[config.mk]
export PLATFORM = sky130hd
export DESIGN_NAME = tcch_rot_cell
export DESIGN_NICKNAME = d
export VERILOG_FILES = /design/src/sv/tcch_pkg.sv /design/src/sv/tcch_rot_cell.sv
export SDC_FILE = /design/constraint.sdc
export NUM_CORES = 1
export LEC_CHECK = 0
export BUFFER_PORTS_ARGS = -buffer_cell sky130_fd_sc_hd__buf_2
export CAP_MARGIN = 20
export CORE_MARGIN = 1
export CORE_UTILIZATION = 40
export DETAILED_ROUTE_END_ITERATION = 8
export PLACE_DENSITY = 0.56
export SYNTH_ARGS = -nofsm -noshare
export SYNTH_HDL_FRONTEND = slang
export SYNTH_SLANG_ARGS = --single-unit
[constraint.sdc]
create_clock -name aclk -period 21.8 [get_ports aclk]
set_clock_uncertainty 0.2 [all_clocks]
set_input_delay 3.27 -clock aclk [delete_from_list [all_inputs] [get_ports aclk]]
set_output_delay 3.27 -clock aclk [all_outputs]
set_load 0.01 [all_outputs]
[src/sv/tcch_pkg.sv]
`default_nettype none
package tcch_pkg;

    localparam int CORDIC_STEPS = 16;
    localparam int NSTEPS = (CORDIC_STEPS < 24) ? CORDIC_STEPS : 24;
    localparam int ANG_W = 32;
    localparam int CS_W = 34;
    localparam int VEC_W = 56;
    localparam logic signed [ANG_W-1:0] HALF_TURN_ANG = 32'sd1179648000;
    localparam logic signed [CS_W-1:0] CORDIC_START = 34'sd652032874;

    typedef logic signed [ANG_W-1:0] ang_t;
    typedef logic signed [CS_W-1:0] cs_t;
    typedef logic signed [VEC_W-1:0] vec_t;

    typedef struct packed {
        cs_t x;
        cs_t y;
        ang_t z;
        logic flip;
    } rot_t;

    typedef struct packed {
        vec_t x;
        vec_t y;
        ang_t z;
        logic zero;
    } vecs_t;

    function automatic ang_t atan_entry(input int i);
        case (i)
            0: atan_entry = 32'sd294912000;
            1: atan_entry = 32'sd174096719;
            2: atan_entry = 32'sd91987925;
            3: atan_entry = 32'sd46694507;
            4: atan_entry = 32'sd23437865;
            5: atan_entry = 32'sd11730358;
            6: atan_entry = 32'sd5866610;
            7: atan_entry = 32'sd2933484;
            8: atan_entry = 32'sd1466765;
            9: atan_entry = 32'sd733385;
            10: atan_entry = 32'sd366693;
            11: atan_entry = 32'sd183347;
            12: atan_entry = 32'sd91673;
            13: atan_entry = 32'sd45837;
            14: atan_entry = 32'sd22918;
            15: atan_entry = 32'sd11459;
            16: atan_entry = 32'sd5730;
            17: atan_entry = 32'sd2865;
            18: atan_entry = 32'sd1432;
            19: atan_entry = 32'sd716;
            20: atan_entry = 32'sd358;
            21: atan_entry = 32'sd179;
            22: atan_entry = 32'sd90;
            23: atan_entry = 32'sd45;
            default: atan_entry = '0;
        endcase
    endfunction

endpackage
`default_nettype wire

[src/sv/tcch_rot_cell.sv]
`default_nettype none
module tcch_rot_cell (
    input  wire logic            aclk,
    input  wire logic            en,
    input  wire logic [4:0]      idx,
    input  wire tcch_pkg::rot_t  a_in,
    input  wire tcch_pkg::rot_t  b_in,
    output tcch_pkg::rot_t       a_out,
    output tcch_pkg::rot_t       b_out
);
    import tcch_pkg::*;

    rot_t a_next, b_next;
    rot_t a_reg, b_reg;

    function automatic rot_t step(input rot_t v, input logic [4:0] i);
        rot_t r;
        cs_t dx, dy;
        dx = v.y >>> i;
        dy = v.x >>> i;
        r = v;
        if (!v.z[ANG_W-1]) begin
            r.x = v.x - dx;
            r.y = v.y + dy;
            r.z = v.z - atan_entry(int'(i));
        end else begin
            r.x = v.x + dx;
            r.y = v.y - dy;
            r.z = v.z + atan_entry(int'(i));
        end
        return r;
    endfunction

    always_comb begin
        a_next = step(a_in, idx);
        b_next = step(b_in, idx);
    end

    always_ff @(posedge aclk) begin
        if (en) begin
            a_reg <= a_next;
            b_reg <= b_next;
        end
    end

    assign a_out = a_reg;
    assign b_out = b_reg;
endmodule
`default_nettype wire

== After elaboration in Yosys (flattened, before gate mapping) ==
Memories as Yosys holds them, arrays and structs flattened.
Index checks and enable logic that the tools add are counted.
Word-level totals
  bits in read-only memories: 3712
  memories kept: 4
  output and inout bits: 202
  bits in registers: 202
Cells by class
  shift-type cells: 4
  multiplexer cells: 6
  $add $sub $neg: 12
Memory list
  (no name shown): words 32, bits a word 29, rd ports 1, clocked after Yosys merged registers in 0, wr ports 0, RTL line tcch_pkg.sv:31  | case (i)
  (no name shown): words 32, bits a word 29, rd ports 1, clocked after Yosys merged registers in 0, wr ports 0, RTL line tcch_pkg.sv:31
  (no name shown): words 32, bits a word 29, rd ports 1, clocked after Yosys merged registers in 0, wr ports 0, RTL line tcch_pkg.sv:31
  (no name shown): words 32, bits a word 29, rd ports 1, clocked after Yosys merged registers in 0, wr ports 0, RTL line tcch_pkg.sv:31
Operator list (number)
  2-to-1 mux 100 bit: 2
  adder 34 bit: 4
  >>> shifter 34 x 5 -> 34 bit: 4
  subtractor 34 bit: 4
  2-to-1 mux 32 bit: 4
  adder 32 bit: 2
  subtractor 32 bit: 2

== Longest topological paths before layout ==
Gate-level depths: netlist (run 1).
An unclocked memory read counts as a cell.
  depth after elaboration: 4
  gate-level depth with buffers: 35
  gate-level depth less buffers: 26

== Worst setup path after synthesis (run 1) ==
No wires, ideal clock.
  path kind: input port to flip-flop
  from: input idx[2]
  to: register b_reg, in the netlist b_out[99], data pin
  stages on the path: 33
  path buffers: 8
  setup slack: 11.262 ns
  arrival: 10.081 ns
  required time: 21.342 ns
  setup time: 0.258 ns
  cell sequence: buf_2 -> buf_2 -> inv_1 -> buf_2 -> buf_4 -> clkbuf_1 -> clkbuf_1 -> clkbuf_1 -> buf_1 -> ha_1 -> nor2_1 -> o221ai_1 -> or3_1 -> or4_4 -> nor3_4 -> nand2_1 -> and2_1 -> ha_1 -> and2_1 -> and3_1 -> nor2_1 -> xnor2_1 -> ha_1 -> a21o_1 -> a31o_2 -> a221o_1 -> or3_1 -> o22ai_1 -> o31a_1 -> a21oi_1 -> a211o_1 -> a21oi_1 -> xnor2_1
RTL lines
  from (decl): RTL line tcch_rot_cell.sv:5  | input wire logic [4:0] idx,
  to (signal assigned): RTL line tcch_rot_cell.sv:42  | b_reg <= b_next;
  to (decl): RTL line tcch_rot_cell.sv:14  | rot_t a_reg, b_reg;

==> impl_results.md, run 1 <==
- Crit end category: flip-flop
- Synth cell types: about 120
- GP Congestion: about 1.0
- Drt wl/cell: 25.70 um
- Peak supply drop: 0.06706 mV
- # rows: 100
- Final wirelength: approximately 120000 um
- Buf+Inv Stages, Crit Path: 5
- Fmax: about 85 MHz
- Starting Density: between 40% and 50%
- Relative slew margins: about a fifth
- Largest net degree at the start of global routing: between 80 and 90
- Gr usage total: slightly below 30%
- CTS buffer count: 27
- Critical setup path kind: in -> reg
- Crit path max fanout: 61
- P per Cell Area: just under 70 mW/mm^2
- Die area: approximately 0.077 mm^2
- DP Wirelength: a little over 90000 um
- CP max-delay cell: buf_4
- Max-Cap Viols: 0
- PortBufs: 410
- Most common cell in the netlist: a21oi_1
- Tmin final: ~12000 ps
- Hold Slack: roughly 2700 ps
- Non-Filler Instances: about 4.6k
- Sequential area share after synthesis: between 10% and 20%
- Area delta synth->final: 10.57%
- Clock transition at the registers of the reported paths: around 60 ps
- Via-to-Cell Ratio: 6.367
- Worst hold path startpoint: a_in[0]
- Startpoint types: input port
- H-tree Lvls: 1
- Synth Cell Area: slightly above 0.03 mm^2
- Post-synth top cells: 294 x a21oi_1, 276 x nand2_1, 238 x nor2_1, 207 x ha_1, 202 x edfxtp_1
- FFs w/ async S/R, synth: 0%
- Yosys Warn Count: 0
- CTS sink count: 202
- Number of global-route vias before repair: 27.36k
- Layout cell share with drive strength beyond 1: roughly a fifth
- Post-synth net total: around 3.7k
- Number of I/O pins: between 400 and 500
- Initial antenna violation count: 11
- Total power: approximately 0.0023 W
- Via count: slightly below 30k
- Drt pass-1 iters: 7
- Cell taking the most area after synthesis: edfxtp_1
- Syn_area_per_cell: approximately 9.2 um^2
- Max clock buf depth: 3
- Post-synthesis cell count: 3316
- Die width: 278.3 um
- Placed instance count: approximately 4.5k
- Crit path DAT: between 10000 and 15000 ps
- Post-synth top flop: edfxtp_1
- Postcts setup bufs: 0
- DR DRC count: 0
- RSZ-0062 raised after global routing: no
- Final Util: a little under half
- Worst path max stage delay: between 700 and 800 ps
- Synth area leaders: edfxtp_1 20%, ha_1 8.5%, mux4_2 8.1%
- Synthesized flop and latch total: approximately 200
- CORE AREA: 0.07495 mm^2
- Clock root buffer: clkbuf_16
- Crit. Startpoint: idx[0]
- Die Ht: 278.3 um
- Number of synthesized flops with an enable pin: approximately 200
- Fin. Hold Viols: 0
- Routed Antenna Nets: 0
- CTS tree: done
- Status: finished, final reports clean
- Final #Nets: roughly 4k
- CP required: 21940 ps
- Final setup TNS: 0 ps
- 1st-iter DRT viols: between 3k and 4k
- Slew @ Worst Pin: around 1200 ps
- Final setup fails: 0
- Crit share post-route: 53.82%
- Post-synth top area share: roughly 20%
- Final max-slew violation count: 0
- Static leakage power: between 10 and 15 nW
- Hold crit path type: in -> reg
- Crit path max-delay family: compound AO/OA/AOI/OAI gates
- First-pass GRT wire length: 173600 um
- Cts hold-fix bufs: 0
- Gr ovfl total: 0
- CTS resizes: 0
-- area by class of cell --
cell class	count	area, um^2
inverter	86	322.8
antenna	6	15.01
clock inverter	14	125.1
timing repair buffer	450	2396
sequential	202	6066
tap	969	1212
fill	7413	41180
clock buffer	34	701.9
multi-input combinational	2838	22930
-- metrics by stage --
stage               instance area, um^2  setup slack (ps)
floorplan                         30540             11260
finish                            33770             10070
global placement                  32900              9679
CTS                               33730             10160
global route                      33760              9447
detailed placement                32900              9553
-- metal layers --
layer | track usage (%) | up-vias | part of all wire (%)
li1 | - | 13410 | -
met1 | 39.10 | 14010 | 42
met2 | 44.59 | 1533 | 43
met3 | 7.404 | 326 | 10
met4 | 12.10 | 11 | 4.6
met5 | 1.063 | - | 0.14
-- cell usage in the layout (no fill, tap or decap), types with 66 or more instances in the layout --
cell	n
mux2_2	84
edfxtp_1	202
nor2_1	236
inv_1	80
nand2_1	276
buf_2	403
xnor2_1	199
o21ai_0	172
mux2i_1	112
nand3_1	66
ha_1	207
xor2_1	121
a21o_1	98
mux4_2	110
a21oi_1	294
-- where the power goes --
part / total (W) / switching, W / leakage, nW / internal, W
Sequential: 0.000613 / 0.0000294 / 1.98 / 0.000583
Clock: 0.000430 / 0.000181 / 0.404 / 0.000249
Combinational: 0.00126 / 0.000744 / 11.7 / 0.000513
Total: 0.00230 / 0.000954 / 14.1 / 0.00135
-- cell families (layout without fill, tap and decap cells) --
group / Yosys count / count (layout) / share of synthesized area [%]
DFF: 202 / 202 / 19.86
adders and majority gates: 213 / 213 / 8.875
and+or+nand+nor: 924 / 924 / 15.02
muxes: 364 / 364 / 19.68
other: 0 / 6 / 0
xor gates and xnor gates: 321 / 321 / 9.251
buffers and inverters: 276 / 584 / 5.117
AOI/OAI and AO/OA: 1016 / 1016 / 22.20
-- flip-flops by register name (all words and copies together), names as in the netlist --
name   flops
a_out    101
b_out    101
-- worst paths after layout --
path	slack (ps)	depth (start not counted)	end
setup / recovery	10070	25	b_out[66]
hold / removal	2650	1	a_out[0]
(Power assumes the default switching activity.)
==> run 2: changes to the inputs <==
ABC_AREA = 1   (was not set)
PLACE_DENSITY = 0.58   (was 0.56)
clock period = 9.5 ns   (was 21.8 ns; I/O delays follow)
==> run 2 against run 1 <==
Non-clock buffer count fell by 19; sequential power rose by 130%; via count rose by 14%; routed wire length fell by 2.7%; core utilization rose by 0.42 points; critical path type unchanged; largest power group unchanged.
==> impl_results.md, run 2 <==
- Peak supply drop: 0.1463 mV (was 0.06706 mV)
- Buf+Inv Stages, Crit Path: 5 (unchanged)
- Crit share post-route: between 70% and 80%
- Slew @ Worst Pin: 1049 ps (was 1153 ps)
- Clock transition at the registers of the reported paths: 60 ps (about the same)
- Via-to-Cell Ratio: 5.480 (was 6.367)
- Most used cell, CP: nand2_1
- Commonest non-fill, non-tap cell in the layout: nand2_1 (was buf_2)
- Post-synth top cells: 1618 x nand2_1, 741 x nand3_1, 475 x inv_1, 401 x nor2_1, 232 x a21oi_1 (was 294 x a21oi_1, 276 x nand2_1, 238 x nor2_1, 207 x ha_1, 202 x edfxtp_1)
- Adder-Cell Fraction of Synth Area: 9.263% (was 8.875%)
- CTS tree: done (unchanged)
- Worst path max stage delay: 530 ps (was 750 ps)
- Critical setup path kind: in -> reg (unchanged)
- 1st-iter DRT viols: 3575 (was 3278)
- Post-synthesis mux area share: 0% (was 19.68%)
- CTS resizes: 0 (unchanged)
- Crit path max fanout: 63 (was 61)
- Gr usage total: 29.76% (was 29.23%)
- Fin. Hold Viols: 0 (unchanged)
- Final WS setup: 2551 ps (was 10070 ps)
- Internal power: 0.002831 W (was 0.001345 W)
- Top layer in use: met5 (unchanged)
- Final #Nets: 5536 (was 4027)
- Fmax: 143.9 MHz
- Crit path DAT: 7060 ps (was 11870 ps)
- Final setup fails: 0 (unchanged)
- Sw Ratio: 44.86% (was 41.49%)
- Synth Cell Area: 0.02926 mm^2 (was 0.03054 mm^2)
- Final setup TNS: 0 ps (unchanged)
- Max-Cap Viols: 0 (unchanged)
- WL met3: 8978 um (was 12290 um)
- Main combinational cell family by area after synthesis: simple AND/OR/NAND/NOR gates (was compound AO/OA/AOI/OAI gates)
- DR DRC count: 0 (unchanged)
- Final wirelength: 115000 um (was 118200 um)
- Most common cell in the netlist: nand2_1 (was a21oi_1)
- Compound-gate portion of the synthesized area: 11.60% (was 22.20%)
- Routed Antenna Nets: 0 (unchanged)
- DP Wirelength: 92910 um (was 91270 um)
- Tmin final: slightly below 7000 ps
- Relative slew margins: 30.05% (was 21.13%)
- P_sw: 0.002304 W (was 0.0009539 W)
- Sequential area share after synthesis: 20.73% (was 19.86%)
- Via count: 33.37k (was 29.28k)
- Clock group share of total power: 19.3% (was 18.7%)
- Starting Density: 40.65% (was 40.75%)
- Number of I/O pins: 411 (unchanged)
- First-pass GRT wire length: 174600 um (was 173600 um)
- H-tree Lvls: 1 (unchanged)
- Startpoint types: input port (unchanged)
- Area delta synth->final: 11.86% (was 10.57%)
- Static leakage power: 16.84 nW (was 14.06 nW)
- Drt pass-1 iters: 6 (was 7)
- Logic pwr share: 53.3% (was 54.7%)
- Cts hold-fix bufs: 0 (unchanged)
- Most frequent cells in the layout: 1618 x nand2_1, 741 x nand3_1, 474 x inv_1 (was 403 x buf_2, 294 x a21oi_1, 276 x nand2_1)
- GP Congestion: 0.9901 (was 1.009)
- Largest net degree at the start of global routing: 102 (was 85)
- Synth area leaders: nand2_1 21%, edfxtp_1 21%, nand3_1 13% (was edfxtp_1 20%, ha_1 8.5%, mux4_2 8.1%)
- Clock root buffer: clkbuf_16 (unchanged)
- Post-synthesis cell count: 4821 (was 3316)
- Drt wl/cell: 18.88 um (was 25.70 um)
- RSZ-0062 raised after global routing: no (unchanged)
- CP max-delay cell: buf_4 (unchanged)
- Total power: 0.005135 W (was 0.002299 W)
- Final max-slew violation count: 0 (unchanged)
- Synth cell types: 50 (was 115)
- Simple-Gate Fraction of Synth Area: 41.05% (was 15.02%)
- Crit path max-delay family: simple AND/OR/NAND/NOR gates (was compound AO/OA/AOI/OAI gates)
- Seq pwr share: 27.3% (was 26.6%)
- M1 WL: 51690 um (was 49540 um)
- CORE AREA: 0.07198 mm^2 (was 0.07495 mm^2)
- Hold Slack: 823.0 ps (was 2653 ps)
- CTS sink count: 202 (unchanged)
- Post-synth top area share: 20.76% (was 19.86%)
- Met2 WL: 51130 um (was 50730 um)
- Die width: 272.5 um (was 278.3 um)
- Syn_area_per_cell: 6.069 um^2 (was 9.209 um^2)
- Synthesized-area fraction occupied by xor and xnor cells: 8.352% (was 9.251%)
- Number of global-route vias before repair: 30.15k (was 27.36k)
- CTS buffer count: 27 (unchanged)
- Max clock buf depth: 3 (unchanged)
- Gr ovfl total: 0 (unchanged)
- FFs w/ async S/R, synth: 0% (unchanged)
- Layout cell share with drive strength beyond 1: 10.11% (was 21.11%)
- P per Cell Area: 156.9 mW/mm^2 (was 68.09 mW/mm^2)
- Synthesized flop and latch total: 202 (unchanged)
- Cell taking the most area after synthesis: nand2_1 (was edfxtp_1)
- PortBufs: 410 (unchanged)
- Number of synthesized flops with an enable pin: 202 (unchanged)
- Status: finished, final reports clean (unchanged)
- Initial antenna violation count: 5 (was 11)
- Die area: 0.07423 mm^2 (was 0.07745 mm^2)
- Hold crit path type: in -> reg (unchanged)
- Crit end category: flip-flop (unchanged)
- Non-Filler Instances: 6089 (was 4599)
- # rows: 98 (was 100)
- Postcts setup bufs: 0 (unchanged)
- Placed instance count: 6034 (was 4543)
- Post-synth top flop: edfxtp_1 (unchanged)
- Yosys Warn Count: 0 (unchanged)
- Die Ht: 272.5 um (was 278.3 um)
- CP required: 9610 ps (was 21940 ps)
- Pre-CTS setup slack: 1897 ps (was 9553 ps)
- Number of fill cells in the layout: 7795 (was 7413)
- Post-synth net total: 5243 (was 3738)
-- run 2: metrics by stage --
stage | util [%] | instance area, um^2
floorplan | - | 29260
global placement | 44.29 | 31880
global route | 45.46 | 32720
detailed placement | 44.29 | 31880
CTS | 45.44 | 32710
finish | 45.47 | 32730
-- run 2: path summary, 6_finish.rpt --
kind	depth (start not counted)	slack, ps	startpoint	end
max	29	2550	idx[1]	a_out[31]
min	1	820	b_in[0]	b_out[0]
-- run 2: final cells by class --
type	instances	area, um^2	area share (%)
inverter	487	1836	5.608
multi-input combinational	3965	20570	62.84
timing repair buffer	431	2228	6.809
sequential	202	6066	18.53
clock inverter	18	141.4	0.4320
tap	950	1189	3.632
clock buffer	30	686.9	2.099
antenna	6	15.01	0.04588
-- run 2: kinds of logic after synthesis --
| logic type | after synthesis |
|---|---|
| fa+ha+maj | 213 |
| flops | 202 |
| buf+inv | 654 |
| compound gates | 598 |
| xor+xnor | 279 |
| simple gates | 2875 |
-- run 2: metal layers --
metal	GRT usage, %	up-vias
met1	42.09	15210
met4	7.806	4
li1	-	16570
met3	3.667	165
met5	0	-
met2	47.50	1424
-- run 2: power groups by stage --
stage	Sequential (W)	Clock (W)	Combinational, W
floorplan	0.00153	0	0.00169
global placement	0.00142	0	0.00271
detailed placement	0.00142	0	0.00269
CTS	0.00141	0.00102	0.00271
global route	0.00142	0.00105	0.00303
finish	0.00140	0.000993	0.00274
